--- config.mk ---
export PLATFORM = sky130hd
export DESIGN_NAME = ntp_control_status_client
export DESIGN_NICKNAME = d
export VERILOG_FILES = /design/src/rtl/ntpcs_pkg.sv /design/src/rtl/ntpcs_front.sv /design/src/rtl/ntpcs_queue.sv /design/src/rtl/ntpcs_back.sv /design/src/rtl/ntp_control_status_client.sv
export SDC_FILE = /design/constraint.sdc
export NUM_CORES = 1
export LEC_CHECK = 0
export BUFFER_PORTS_ARGS = -buffer_cell sky130_fd_sc_hd__buf_2
export CAP_MARGIN = 30
export CORE_ASPECT_RATIO = 1.4
export CORE_MARGIN = 2
export CORE_UTILIZATION = 66
export CTS_CLUSTER_DIAMETER = 40
export DETAILED_ROUTE_END_ITERATION = 8
export PLACE_DENSITY = 0.93
export SYNTH_ARGS = -nofsm -noshare
export SYNTH_HDL_FRONTEND = slang
export SYNTH_HIERARCHICAL = 1
export SYNTH_SLANG_ARGS = --single-unit
--- constraint.sdc ---
create_clock -name clk -period 7.6 [get_ports clk]
set_input_delay 0.38 -clock clk [delete_from_list [all_inputs] [get_ports clk]]
set_output_delay 0.38 -clock clk [all_outputs]
set_load 0.02 [all_outputs]
--- src/rtl/ntpcs_pkg.sv ---
// ----------------------------------------------------------------------------
// NTP control status client package
// Shared types, widths, codes and request header constants.
// ----------------------------------------------------------------------------
package ntpcs_pkg;

  localparam int HEADER_BYTES     = 12;
  localparam int MAX_DATA_DEFAULT = 468;
  localparam int POS_W            = 9;
  localparam int IDX_W            = $clog2(HEADER_BYTES);
  localparam int QUEUE_DEPTH      = 4;
  localparam int QPTR_W           = $clog2(QUEUE_DEPTH);

  localparam logic FUNC_REQUEST = 1'b0;
  localparam logic FUNC_REPLY   = 1'b1;

  localparam logic KIND_REQUEST = 1'b0;
  localparam logic KIND_VERDICT = 1'b1;

  localparam logic [7:0] REQ_BYTE0 = 8'h1e;
  localparam logic [7:0] REQ_BYTE1 = 8'h01;

  localparam logic [3:0] VERD_SYNCED     = 4'd0;
  localparam logic [3:0] VERD_NONE       = 4'd1;
  localparam logic [3:0] VERD_SHORT      = 4'd2;
  localparam logic [3:0] VERD_VERSION    = 4'd3;
  localparam logic [3:0] VERD_MODE       = 4'd4;
  localparam logic [3:0] VERD_OPCODE     = 4'd5;
  localparam logic [3:0] VERD_NOT_RESP   = 4'd6;
  localparam logic [3:0] VERD_ERROR      = 4'd7;
  localparam logic [3:0] VERD_SEQUENCE   = 4'd8;
  localparam logic [3:0] VERD_LEAP_ALARM = 4'd9;
  localparam logic [3:0] VERD_ODD_COUNT  = 4'd10;
  localparam logic [3:0] VERD_TOO_LARGE  = 4'd11;

  localparam logic [2:0] NTP_VERSION    = 3'd3;
  localparam logic [2:0] NTP_MODE_CTRL  = 3'd6;
  localparam logic [4:0] OP_READ_STATUS = 5'd1;
  localparam logic [5:0] SRC_NTP        = 6'd6;
  localparam logic [2:0] SEL_SYNC       = 3'd5;
  localparam logic [2:0] SEL_SYSPEER    = 3'd6;

  typedef struct packed {
    logic        kind;
    logic [15:0] seq;
    logic [3:0]  verdict;
    logic        src;
  } cmd_t;

endpackage

--- src/rtl/ntpcs_front.sv ---
// ----------------------------------------------------------------------------
// NTP control status client front end
// Accepts items, parses reply bytes and issues request or verdict commands.
// ----------------------------------------------------------------------------
module ntpcs_front import ntpcs_pkg::*; #(
  parameter int MAX_DATA_BYTES = MAX_DATA_DEFAULT
) (
  input  logic       clk,
  input  logic       rst,
  input  logic       take,
  input  logic       func,
  input  logic [7:0] rx_byte,
  input  logic       rx_last,
  output logic       cmd_push,
  output cmd_t       cmd
);

  localparam int PACKET_LIMIT = HEADER_BYTES + MAX_DATA_BYTES;

  logic [15:0]      seq, seq_next;
  logic [POS_W-1:0] pos, pos_next;
  logic [15:0]      hdr_bits, hdr_bits_next;
  logic [15:0]      reply_seq, reply_seq_next;
  logic [15:0]      sys_status, sys_status_next;
  logic [15:0]      data_offset, data_offset_next;
  logic [15:0]      data_count, data_count_next;
  logic [7:0]       peer_high, peer_high_next;
  logic             good_peer, good_peer_next;
  logic             store;
  logic [POS_W-1:0] dpos;
  logic [POS_W-1:0] peer_start;
  logic             peer_good;
  logic [16:0]      span;
  logic [3:0]       verd;
  logic             src;

  function automatic logic [15:0] put_byte(logic [15:0] w, logic odd, logic [7:0] b);
    logic [15:0] r;
    r = odd ? {w[15:8], b} : {b, w[7:0]};
    return r;
  endfunction

  always_comb begin
    store            = (pos < POS_W'(PACKET_LIMIT));
    dpos             = pos - POS_W'(HEADER_BYTES);
    peer_start       = dpos - POS_W'(3);
    peer_good        = ({7'd0, peer_start} < data_count) && peer_high[7] && peer_high[4] &&
                       (peer_high[2:0] == SEL_SYNC || peer_high[2:0] == SEL_SYSPEER);
    hdr_bits_next    = hdr_bits;
    reply_seq_next   = reply_seq;
    sys_status_next  = sys_status;
    data_offset_next = data_offset;
    data_count_next  = data_count;
    peer_high_next   = peer_high;
    good_peer_next   = good_peer;
    pos_next         = pos;
    if (store) begin
      pos_next = pos + POS_W'(1);
      if (pos < POS_W'(2)) begin
        hdr_bits_next = put_byte(hdr_bits, pos[0], rx_byte);
      end else if (pos < POS_W'(4)) begin
        reply_seq_next = put_byte(reply_seq, pos[0], rx_byte);
      end else if (pos < POS_W'(6)) begin
        sys_status_next = put_byte(sys_status, pos[0], rx_byte);
      end else if (pos < POS_W'(8)) begin
        pos_next = pos + POS_W'(1);
      end else if (pos < POS_W'(10)) begin
        data_offset_next = put_byte(data_offset, pos[0], rx_byte);
      end else if (pos < POS_W'(HEADER_BYTES)) begin
        data_count_next = put_byte(data_count, pos[0], rx_byte);
      end else if (dpos[1:0] == 2'd2) begin
        peer_high_next = rx_byte;
      end else if (dpos[1:0] == 2'd3) begin
        good_peer_next = good_peer | peer_good;
      end
    end
  end

  always_comb begin
    span = {1'b0, data_offset_next} + {1'b0, data_count_next};
    src  = 1'b0;
    if (pos_next < POS_W'(HEADER_BYTES)) begin
      verd = VERD_SHORT;
    end else if (hdr_bits_next[13:11] != NTP_VERSION) begin
      verd = VERD_VERSION;
    end else if (hdr_bits_next[10:8] != NTP_MODE_CTRL) begin
      verd = VERD_MODE;
    end else if (hdr_bits_next[4:0] != OP_READ_STATUS) begin
      verd = VERD_OPCODE;
    end else if (!hdr_bits_next[7]) begin
      verd = VERD_NOT_RESP;
    end else if (hdr_bits_next[6]) begin
      verd = VERD_ERROR;
    end else if (reply_seq_next != seq) begin
      verd = VERD_SEQUENCE;
    end else if (sys_status_next[15:14] == 2'b11) begin
      verd = VERD_LEAP_ALARM;
    end else begin
      src = (sys_status_next[13:8] != SRC_NTP);
      if (data_count_next[1:0] != 2'b00) begin
        verd = VERD_ODD_COUNT;
      end else if (span > 17'(MAX_DATA_BYTES)) begin
        verd = VERD_TOO_LARGE;
      end else begin
        verd = good_peer_next ? VERD_SYNCED : VERD_NONE;
      end
    end
  end

  assign seq_next = seq + 16'd1;

  always_comb begin
    cmd_push    = take && (func == FUNC_REQUEST || rx_last);
    cmd.kind    = (func == FUNC_REQUEST) ? KIND_REQUEST : KIND_VERDICT;
    cmd.seq     = seq_next;
    cmd.verdict = verd;
    cmd.src     = src;
  end

  always_ff @(posedge clk) begin
    if (rst) begin
      seq         <= 16'd1;
      pos         <= '0;
      hdr_bits    <= '0;
      reply_seq   <= '0;
      sys_status  <= '0;
      data_offset <= '0;
      data_count  <= '0;
      peer_high   <= '0;
      good_peer   <= 1'b0;
    end else if (take) begin
      if (func == FUNC_REQUEST) begin
        seq       <= seq_next;
        pos       <= '0;
        good_peer <= 1'b0;
      end else begin
        hdr_bits    <= hdr_bits_next;
        reply_seq   <= reply_seq_next;
        sys_status  <= sys_status_next;
        data_offset <= data_offset_next;
        data_count  <= data_count_next;
        if (rx_last) begin
          pos       <= '0;
          good_peer <= 1'b0;
          peer_high <= '0;
        end else begin
          pos       <= pos_next;
          good_peer <= good_peer_next;
          peer_high <= peer_high_next;
        end
      end
    end
  end

`ifndef ASSERT_OFF
  a_seq_step: assert property (@(posedge clk) disable iff (rst)
    take && func == FUNC_REQUEST |=> seq == $past(seq_next))
    else $error("sequence number did not advance on request");
  a_pos_limit: assert property (@(posedge clk) disable iff (rst)
    pos <= POS_W'(PACKET_LIMIT))
    else $error("byte position past packet limit");
  a_pos_clear: assert property (@(posedge clk) disable iff (rst)
    cmd_push |=> pos == '0 && !good_peer)
    else $error("reply state not cleared after command");
`endif

endmodule

--- src/rtl/ntpcs_queue.sv ---
// ----------------------------------------------------------------------------
// NTP control status client command queue
// Short queue between front end and back end.
// ----------------------------------------------------------------------------
module ntpcs_queue import ntpcs_pkg::*; (
  input  logic clk,
  input  logic rst,
  input  logic push,
  input  cmd_t wdata,
  output logic full,
  input  logic pop,
  output cmd_t rdata,
  output logic empty
);

  cmd_t              mem [QUEUE_DEPTH];
  logic [QPTR_W-1:0] wptr;
  logic [QPTR_W-1:0] rptr;
  logic [QPTR_W:0]   count;

  assign full  = (count == (QPTR_W + 1)'(QUEUE_DEPTH));
  assign empty = (count == '0);
  assign rdata = mem[rptr];

  always_ff @(posedge clk) begin
    if (push) begin
      mem[wptr] <= wdata;
    end
  end

  always_ff @(posedge clk) begin
    if (rst) begin
      wptr  <= '0;
      rptr  <= '0;
      count <= '0;
    end else begin
      if (push) begin
        wptr <= wptr + QPTR_W'(1);
      end
      if (pop) begin
        rptr <= rptr + QPTR_W'(1);
      end
      count <= count + (QPTR_W + 1)'(push) - (QPTR_W + 1)'(pop);
    end
  end

endmodule

--- src/rtl/ntpcs_back.sv ---
// ----------------------------------------------------------------------------
// NTP control status client back end
// Expands commands into request byte beats or a verdict beat.
// ----------------------------------------------------------------------------
module ntpcs_back import ntpcs_pkg::*; (
  input  logic       clk,
  input  logic       rst,
  input  logic       q_empty,
  input  cmd_t       q_head,
  output logic       q_pop,
  output logic       empty,
  input  logic       pop,
  output logic       out_kind,
  output logic [7:0] tx_byte,
  output logic       run_last,
  output logic [3:0] verdict,
  output logic       source_unusual
);

  logic             out_valid;
  logic [IDX_W-1:0] idx;
  logic             load;
  logic             take;
  logic             last_idx;
  logic [7:0]       req_byte;

  always_comb begin
    load     = !out_valid || pop;
    take     = load && !q_empty;
    last_idx = (idx == IDX_W'(HEADER_BYTES - 1));
    q_pop    = take && (q_head.kind == KIND_VERDICT || last_idx);
    case (idx)
      IDX_W'(0): req_byte = REQ_BYTE0;
      IDX_W'(1): req_byte = REQ_BYTE1;
      IDX_W'(2): req_byte = q_head.seq[15:8];
      IDX_W'(3): req_byte = q_head.seq[7:0];
      default:   req_byte = 8'd0;
    endcase
  end

  assign empty = !out_valid;

  always_ff @(posedge clk) begin
    if (rst) begin
      out_valid <= 1'b0;
      idx       <= '0;
    end else if (load) begin
      out_valid <= !q_empty;
      if (take) begin
        idx <= q_pop ? '0 : idx + IDX_W'(1);
      end
    end
  end

  always_ff @(posedge clk) begin
    if (take) begin
      out_kind <= q_head.kind;
      if (q_head.kind == KIND_REQUEST) begin
        tx_byte        <= req_byte;
        run_last       <= last_idx;
        verdict        <= VERD_SYNCED;
        source_unusual <= 1'b0;
      end else begin
        tx_byte        <= 8'd0;
        run_last       <= 1'b1;
        verdict        <= q_head.verdict;
        source_unusual <= q_head.src;
      end
    end
  end

`ifndef ASSERT_OFF
  a_idx_range: assert property (@(posedge clk) disable iff (rst)
    idx <= IDX_W'(HEADER_BYTES - 1))
    else $error("header index out of range");
  a_verdict_run: assert property (@(posedge clk) disable iff (rst)
    take && q_head.kind == KIND_VERDICT |-> idx == '0)
    else $error("verdict taken in the middle of a request run");
  a_pop_last: assert property (@(posedge clk) disable iff (rst)
    q_pop |=> run_last && out_valid)
    else $error("command retired without a closing beat");
`endif

endmodule

--- src/rtl/ntp_control_status_client.sv ---
// ----------------------------------------------------------------------------
// NTP control status client
// Mode 6 read-status request builder and reply checker.
// ----------------------------------------------------------------------------
// Input channel (push/full): func 0 issues a request, func 1 carries one
// reply byte, rx_last marks the final byte of a datagram. One item is taken
// per cycle while full is low.
// Result channel (empty/pop): a request yields twelve byte beats (run_last
// on the twelfth); a final reply byte yields one verdict beat. Results are
// registered; beats leave one per cycle while pop is high. A request
// occupies the result side for twelve beats, so sustained input rate is
// bounded by the mix of requests and reply datagrams. The front end parses
// bytes at one per cycle while full is low; a four-entry command queue and
// the output register decouple it from the back end. When pop is held low
// the output register holds, the queue fills, then full rises.
// Reset clears the queue, the output register and all reply state, and
// sets the sequence number to one; the first request carries two.
// ----------------------------------------------------------------------------
module ntp_control_status_client import ntpcs_pkg::*; #(
  parameter int MAX_DATA_BYTES = MAX_DATA_DEFAULT
) (
  input  logic       clk,
  input  logic       rst,
  input  logic       push,
  output logic       full,
  input  logic       func,
  input  logic [7:0] rx_byte,
  input  logic       rx_last,
  output logic       empty,
  input  logic       pop,
  output logic       out_kind,
  output logic [7:0] tx_byte,
  output logic       run_last,
  output logic [3:0] verdict,
  output logic       source_unusual
);

  logic take;
  logic cmd_push;
  cmd_t cmd;
  cmd_t q_head;
  logic q_empty;
  logic q_pop;

  assign take = push && !full;

  ntpcs_front #(
    .MAX_DATA_BYTES(MAX_DATA_BYTES)
  ) u_front (
    .clk     (clk),
    .rst     (rst),
    .take    (take),
    .func    (func),
    .rx_byte (rx_byte),
    .rx_last (rx_last),
    .cmd_push(cmd_push),
    .cmd     (cmd)
  );

  ntpcs_queue u_queue (
    .clk  (clk),
    .rst  (rst),
    .push (cmd_push),
    .wdata(cmd),
    .full (full),
    .pop  (q_pop),
    .rdata(q_head),
    .empty(q_empty)
  );

  ntpcs_back u_back (
    .clk           (clk),
    .rst           (rst),
    .q_empty       (q_empty),
    .q_head        (q_head),
    .q_pop         (q_pop),
    .empty         (empty),
    .pop           (pop),
    .out_kind      (out_kind),
    .tx_byte       (tx_byte),
    .run_last      (run_last),
    .verdict       (verdict),
    .source_unusual(source_unusual)
  );

endmodule

==> out/results.tsv, run 1 <==
metric	value	unit
synth_area_leaders	edfxtp_1 (27%), dfxtp_1 (20%), ha_1 (4.3%), nand2_1 (4.1%), nor2_1 (4.0%)	
antenna_found_initial	1	
ys_warn_count	6	
synth_top_area_share	27.2	%
max_slew_margin	43.6	%
max-clock-path-buffers	3	
tns	0	ns
synth.most_common_cell	nand2_1	
internal_power	2.30	mW
grt_max_degree	68	
clk_latency	0.54	ns
slowest_delay	0.62	ns
wirelength	27400	um
core	16800	um2
p_clk_share	37.6	%
place_area	11600	um2
critPathRequiredTime	7.86	ns
hold_viol	0	
syn_area	11400	um2
cts.repair.resized	0	
grt_pass1_vias	8813	
skew	0.0254	ns
cts_root_buffer	clkbuf_16	
cts_setup_buffers	0	
drt_iter0_drc	936	
synth_area_per_cell	9.96	um2
ioPinCount	31	
grt.overflow.total	0	
cts_tree	built	
synth_cell_types	80	
rows	56	
ys_ff_latch	217	
via_count	8761	
crit_slowest_cell	or4_4	
critPathMaxFanout	16	
leakagePower	4.59	nW
cp_common_cell	o31ai_1	
antenna_left	0	
die_area	18300	um2
yosysTopAreaCell	edfxtp_1	
drc	0	
gp_congestion	0.924	
path_clk_slew	0.06	ns
die_w	115	um
endpoint_kind	register	
h-tree-depth	1	
power_density	262	nW/um2
fin_area	12500	um2
via_per_inst	6.43	
arrival	5.37	ns
slew_viol_final	0	
start_kind	register	
synth_flop_cell	dfxtp_1	
max-vdd-ir-drop	201	uV
clock_sinks	217	
fmax	196	MHz
synth.top_cells.by_count	nand2_1 (123), nor2_1 (121), dfxtp_1 (114), edfxtp_1 (103), a21oi_1 (79)	
detail_route.wl_per_cell	20.1	um
p_sw	964	uW
synth_nets	1195	
ys_async_sr_fraction	0	%
seq_area_frac_synth	47.3	%
seqPwrFrac	43.0	%
path_cells	or4_4, nor2_1, nand3_1, o21ai_0, ha_1, inv_1, fa_1, nor2b_1, o31ai_1, o311ai_0, a311oi_1, o41ai_1, nor3_1, o31ai_1	
cts_buffers	27	
combPwrFrac	19.3	%
hpwl	18400	um
cts_hold_buffers	0	
area_delta_synth_final	9.89	%
drt_pre_antenna_iters	7	
period_needed	5.11	ns
portBuffers	30	
drive_above_1_share	13.2	%
initial_core_util	67.5	%
power.total	3.27	mW
status	finished clean	
critPathKind	reg -> reg	
worst_pin_slew	0.845	ns
switching_share	29.5	%
setup_violations	0	
rsz0062_at_grt	no	
grt_usage	30.0	%
die_h	159	um
synth_edf_count	103	
hp-class	in -> reg	
grt_pass1_wl	43900	um
max_cap_violations	0	
fin_util	74.2	%
fin_nets	1192	
synthCells	1140	
timing.final.crit_share	67.2	%
-- routing by layer --
metal / share of wire [%] / GRT usage, % / up-vias
li1: - / - / 4092
met5: 0 / 0 / -
met2: 50 / 50.7 / 423
met4: 6.9 / 20.6 / 0
met3: 6.4 / 4.91 / 134
met1: 37 / 34.1 / 4112
-- power by group through the flow --
stage	Clock [mW]	Combinational, mW	Sequential [mW]
detailed placement	0	0.624	1.43
global route	1.29	0.694	1.42
global placement	0	0.582	1.43
CTS	1.25	0.630	1.41
floorplan	0	0.418	1.47
finish	1.23	0.632	1.41
-- cells in the final DEF (no fill, tap or decap), drive strengths merged, types with 5 or more instances in the layout --
master  count
nand2     123
nor2      123
dfxtp     114
edfxtp    103
a21oi      79
inv        51
o21ai      41
buf        40
nor3       39
ha         39
xnor2      38
nand3      30
clkbuf     30
mux2       27
mux4       22
mux2i      21
a211oi     21
xor2       17
clkinv     16
and2       15
nand2b     13
nor2b      13
nor4       13
a22oi      12
and3       12
o22ai      10
or3         9
a21o        8
o21a        8
a31oi       6
nand4       6
o41ai       5
-- state kept, by name, indices dropped and copies added, names as in the netlist, named ones only --
register,cells
u_queue/mem,88
u_front/data_count,16
u_front/data_offset,16
u_front/reply_seq,16
u_front/seq,16
u_front/hdr_bits,13
u_front/pos,9
u_back/tx_byte,8
u_front/sys_status,8
u_front/peer_high,5
u_back/idx,4
u_back/verdict,4
u_queue/count,3
u_queue/rptr,2
u_queue/wptr,2
u_back/out_kind,1
u_back/out_valid,1
u_back/run_last,1
u_back/source_unusual,1
u_front/good_peer,1
-- per-stage QoR --
stage / setup WS [ns] / hold slack (ns) / instances
final: 2.49 / 0.229 / 1362
after global routing: 2.18 / 0.214 / 1361
after CTS: 2.58 / 0.214 / 1359
after detailed placement: 2.68 / 0.444 / 1309
after global placement: 2.79 / 0.440 / 1304
after floorplan: 3.51 / 0.431 / 1140
-- logic make-up (layout without fill, tap and decap cells) --
| group | after synthesis | count (layout) | synth area share, % |
|---|---|---|---|
| XOR/XNOR | 56 | 56 | 4.45 |
| AO/OA/AOI/OAI | 220 | 220 | 12.4 |
| adder cells (fa/ha/maj) | 43 | 43 | 4.83 |
| other | 0 | 1 | 0 |
| flip-flops | 217 | 217 | 47.3 |
| multiplexers | 70 | 70 | 8.99 |
| AND/OR/NAND/NOR | 413 | 413 | 17.5 |
| buffers and inverters | 121 | 139 | 4.52 |
-- critical path, delay by kind of cell (launching register included) --
family	cells	cell delay [ns]
buffers and inverters	1	0.07
AOI/OAI and AO/OA	6	2.08
DFF	1	0.49
and+or+nand+nor	5	1.57
adders and majority gates	2	0.66
-- final timing paths --
path	from	end	slack, ns	depth (start not counted)
worst max-delay path	u_front/pos[4]	u_queue/mem[2][2]	2.49	14
worst min-delay path	func	u_queue/mem[3][21]	0.23	1
worst max register to register	u_front/pos[4]	u_queue/mem[2][2]	2.49	14
worst min register to register	u_front/data_offset[15]	u_front/data_offset[15]	0.46	2
-- final cells by class --
cell class / instances / area, um2
Multi-Input combinational cell: 802 / 5470
Sequential cell: 217 / 5380
Fill cell: 1113 / 4340
Clock buffer: 28 / 679
Timing Repair Buffer: 42 / 318
Tap cell: 203 / 254
Clock inverter: 22 / 206
Inverter: 47 / 176
Antenna cell: 1 / 2.50
(Power assumes the default switching activity.)
==> run 2, diff against run 1 <==
ABC_AREA = 1   (was not set)
CORE_UTILIZATION = 63   (was 66)
PLACE_DENSITY = 0.89   (was 0.93)
clock period = 5.2 ns   (was 7.6 ns; I/O delays follow)
==> out/results.tsv, run 2 <==
metric	value	unit	change
status	finished clean		
leakagePower	6.07	nW	+32%
fmax	231	MHz	+18%
use_met2	50.0	%	-0.67 points
critPathRequiredTime	5.47	ns	-2.39 ns
cts_buffers	25		-7.4%
drt_pre_antenna_iters	5		-2
largest_register	u_queue/mem		
synth.most_common_cell	nand2_1		
h-tree-depth	1		unchanged
met3_usage	2.61	%	-2.3 points
crit_slowest_cell	o21ai_0		
synth_nets	1642		+37%
synth_area_leaders	edfxtp_1 (25%), dfxtp_1 (19%), nand2_1 (11%), inv_1 (7.7%), o21ai_0 (6.8%)		
core	19100	um2	+13%
skew	0.0165	ns	-0.00893 ns
grt.overflow.total	0		unchanged
ioPinCount	31		unchanged
clk_latency	0.52	ns	-0.02 ns
setup_violations	0		unchanged
final_common_cell	nand2_1		
hp-class	in -> reg		
grt_pass1_wl	46000	um	+4.9%
grt_use_met1	32.1	%	-2.0 points
max_slew_margin	32.4	%	-11 points
tns	0	ns	unchanged
layout_common_cells	nand2_1 (370), inv_1 (249), o21ai_0 (166), nor2_1 (122), a21oi_1 (115)		
place_area	12400	um2	+7.0%
gr-max-usage-layer	met2		
antenna_found_initial	0		-1
start_kind	register		
slew_viol_final	0		unchanged
power_density	414	nW/um2	+58%
r2r_end	u_queue/mem[3][1]		
arrival	4.60	ns	-0.77 ns
antenna_left	0		unchanged
cts.repair.resized	0		unchanged
ys_async_sr_fraction	0	%	unchanged
portBuffers	30		unchanged
max-clock-path-buffers	3		unchanged
rows	60		+7.1%
cts_setup_buffers	0		unchanged
grt_max_degree	85		+25%
path_cells	nand2_1, nor3_2, inv_1, nand2_1, a21oi_1, nand3_1, o21ai_0, ha_1, a21oi_1, o21ai_0, a21oi_1, nand2_1, a21oi_1, nor2_1, nor2_1, nand3_1, nand2_1, nand2_1, nand2_1, nand2_1, nand2_1, nand2_1, nand2_1, a21oi_2		
slowest_delay	0.65	ns	+0.03 ns
ys_warn_count	6		unchanged
cts_hold_buffers	0		unchanged
largest_register_ffs	88		unchanged
die_area	20400	um2	+12%
clock_sinks	217		unchanged
seq_area_frac_synth	44.2	%	-3.1 points
max_cap_violations	0		unchanged
gp_congestion	0.982		+6.3%
timing.final.crit_share	83.4	%	+16 points
period_needed	4.34	ns	-0.774 ns
synth_flop_cell	dfxtp_1		
hpwl	19600	um	+6.3%
critPathMaxFanout	16		unchanged
cp_common_cell	nand2_1		
area_delta_synth_final	9.41	%	
via_per_inst	5.66		-12%
die_w	121	um	+5.7%
cts_root_buffer	clkbuf_16		
syn_area	12200	um2	+7.1%
fin_util	69.8	%	-4.5 points
synth.top_cells.by_count	nand2_1 (370), inv_1 (249), o21ai_0 (166), nor2_1 (122), a21oi_1 (116)		
synth_edf_count	103		unchanged
worst_pin_slew	1.01	ns	+0.168 ns
critPathBufInv	1		unchanged
drc	0		unchanged
synth_area_per_cell	7.66	um2	-23%
endpoint_kind	register		
critPathTopFamily	simple AND/OR/NAND/NOR gates		
worst-path-stages	24		+10
max-vdd-ir-drop	329	uV	+64%
via_count	10514		+20%
initial_core_util	63.8	%	-3.8 points
drt_iter0_drc	943		+0.75%
reg2reg_depth	24		+10
detail_route.wl_per_cell	15.3	um	-24%
crit_start	u_front/pos[6]		
fin_area	13300	um2	+6.6%
path_clk_slew	0.07	ns	about the same
cts_tree	built		
fin_nets	1647		+38%
ys_ff_latch	217		unchanged
die_h	168	um	+5.8%
grt_usage	27.8	%	-2.2 points
yosysTopAreaCell	edfxtp_1		
synth_top_area_share	25.4	%	-1.8 points
rsz0062_at_grt	no		
critPathKind	reg -> reg		
antenna_cells	0		-1
grt_pass1_vias	9694		+10%
synth_cell_types	45		-44%
crit_path_end	u_queue/mem[3][1]		
power.total	5.51	mW	+69%
ff2ff_setup_slack	0.86	ns	-1.63 ns
hold_viol	0		unchanged
wirelength	28500	um	+4.0%
drive_above_1_share	7.88	%	-5.3 points
reg2reg_from	u_front/pos[6]		
synthCells	1587		+39%
## run 2: cells by family after synthesis
| logic type | after synthesis | synth area share [%] |
|---|---|---|
| xor+xnor | 42 | 3.03 |
| simple gates | 623 | 21.5 |
| flops | 217 | 44.2 |
| buf+inv | 318 | 10.6 |
| fa+ha+maj | 41 | 4.34 |
| compound gates | 346 | 16.3 |
## run 2: power breakdown
group / switching (mW) / internal [mW] / leakage [nW]
Combinational: 1.00 / 0.461 / 3.73
Clock: 0.748 / 1.11 / 0.430
Sequential: 0.121 / 2.07 / 1.91
## run 2: how the worst min path moves through the flow
stage	cells after the start	slack [ns]	to	startpoint
CTS	3	0.03	u_front/peer_high[7]	rx_byte[7]
global placement	2	0.45	register	u_queue/rptr[1]
detailed placement	2	0.46	u_front/peer_high[7]	u_front/peer_high[7]
global route	3	0.05	u_front/peer_high[7]	rx_byte[7]
finish	3	0.04	u_front/peer_high[7]	rx_byte[7]
floorplan	1	0.33	u_back/out_valid	rst
## run 2: layer usage
layer  routed length [um]  vias up  share of wire [%]
li1                     -     5156                  -
met1                10800     4844                 38
met2                14500      420                 51
met3                 1630       94                5.7
met4                 1490        0                5.2
met5                    0        -                  0
## run 2: layout make-up
| cell class | instances | area (um2) |
|---|---|---|
| sequential | 217 | 5380 |
| clock buffer | 30 | 676 |
| tap | 248 | 310 |
| fill | 1466 | 5770 |
| clock inverter | 16 | 214 |
| inverter | 255 | 957 |
| timing repair buffer | 41 | 273 |
| multi-input combinational | 1052 | 5490 |
## run 2: tightest hold or removal path: stages
cell,delay (ns)
buf_2,0.13
nand2_1,0.06
a21oi_1,0.05
## run 2: through the flow
stage                     instances  hold slack (ns)  worst slack [ns]
after global placement         1810            0.451             0.987
after detailed placement       1812            0.463             0.957
after floorplan                1587            0.329              1.52
final                          1859           0.0437             0.865
after CTS                      1858           0.0285             0.930
after global routing           1859           0.0466             0.416
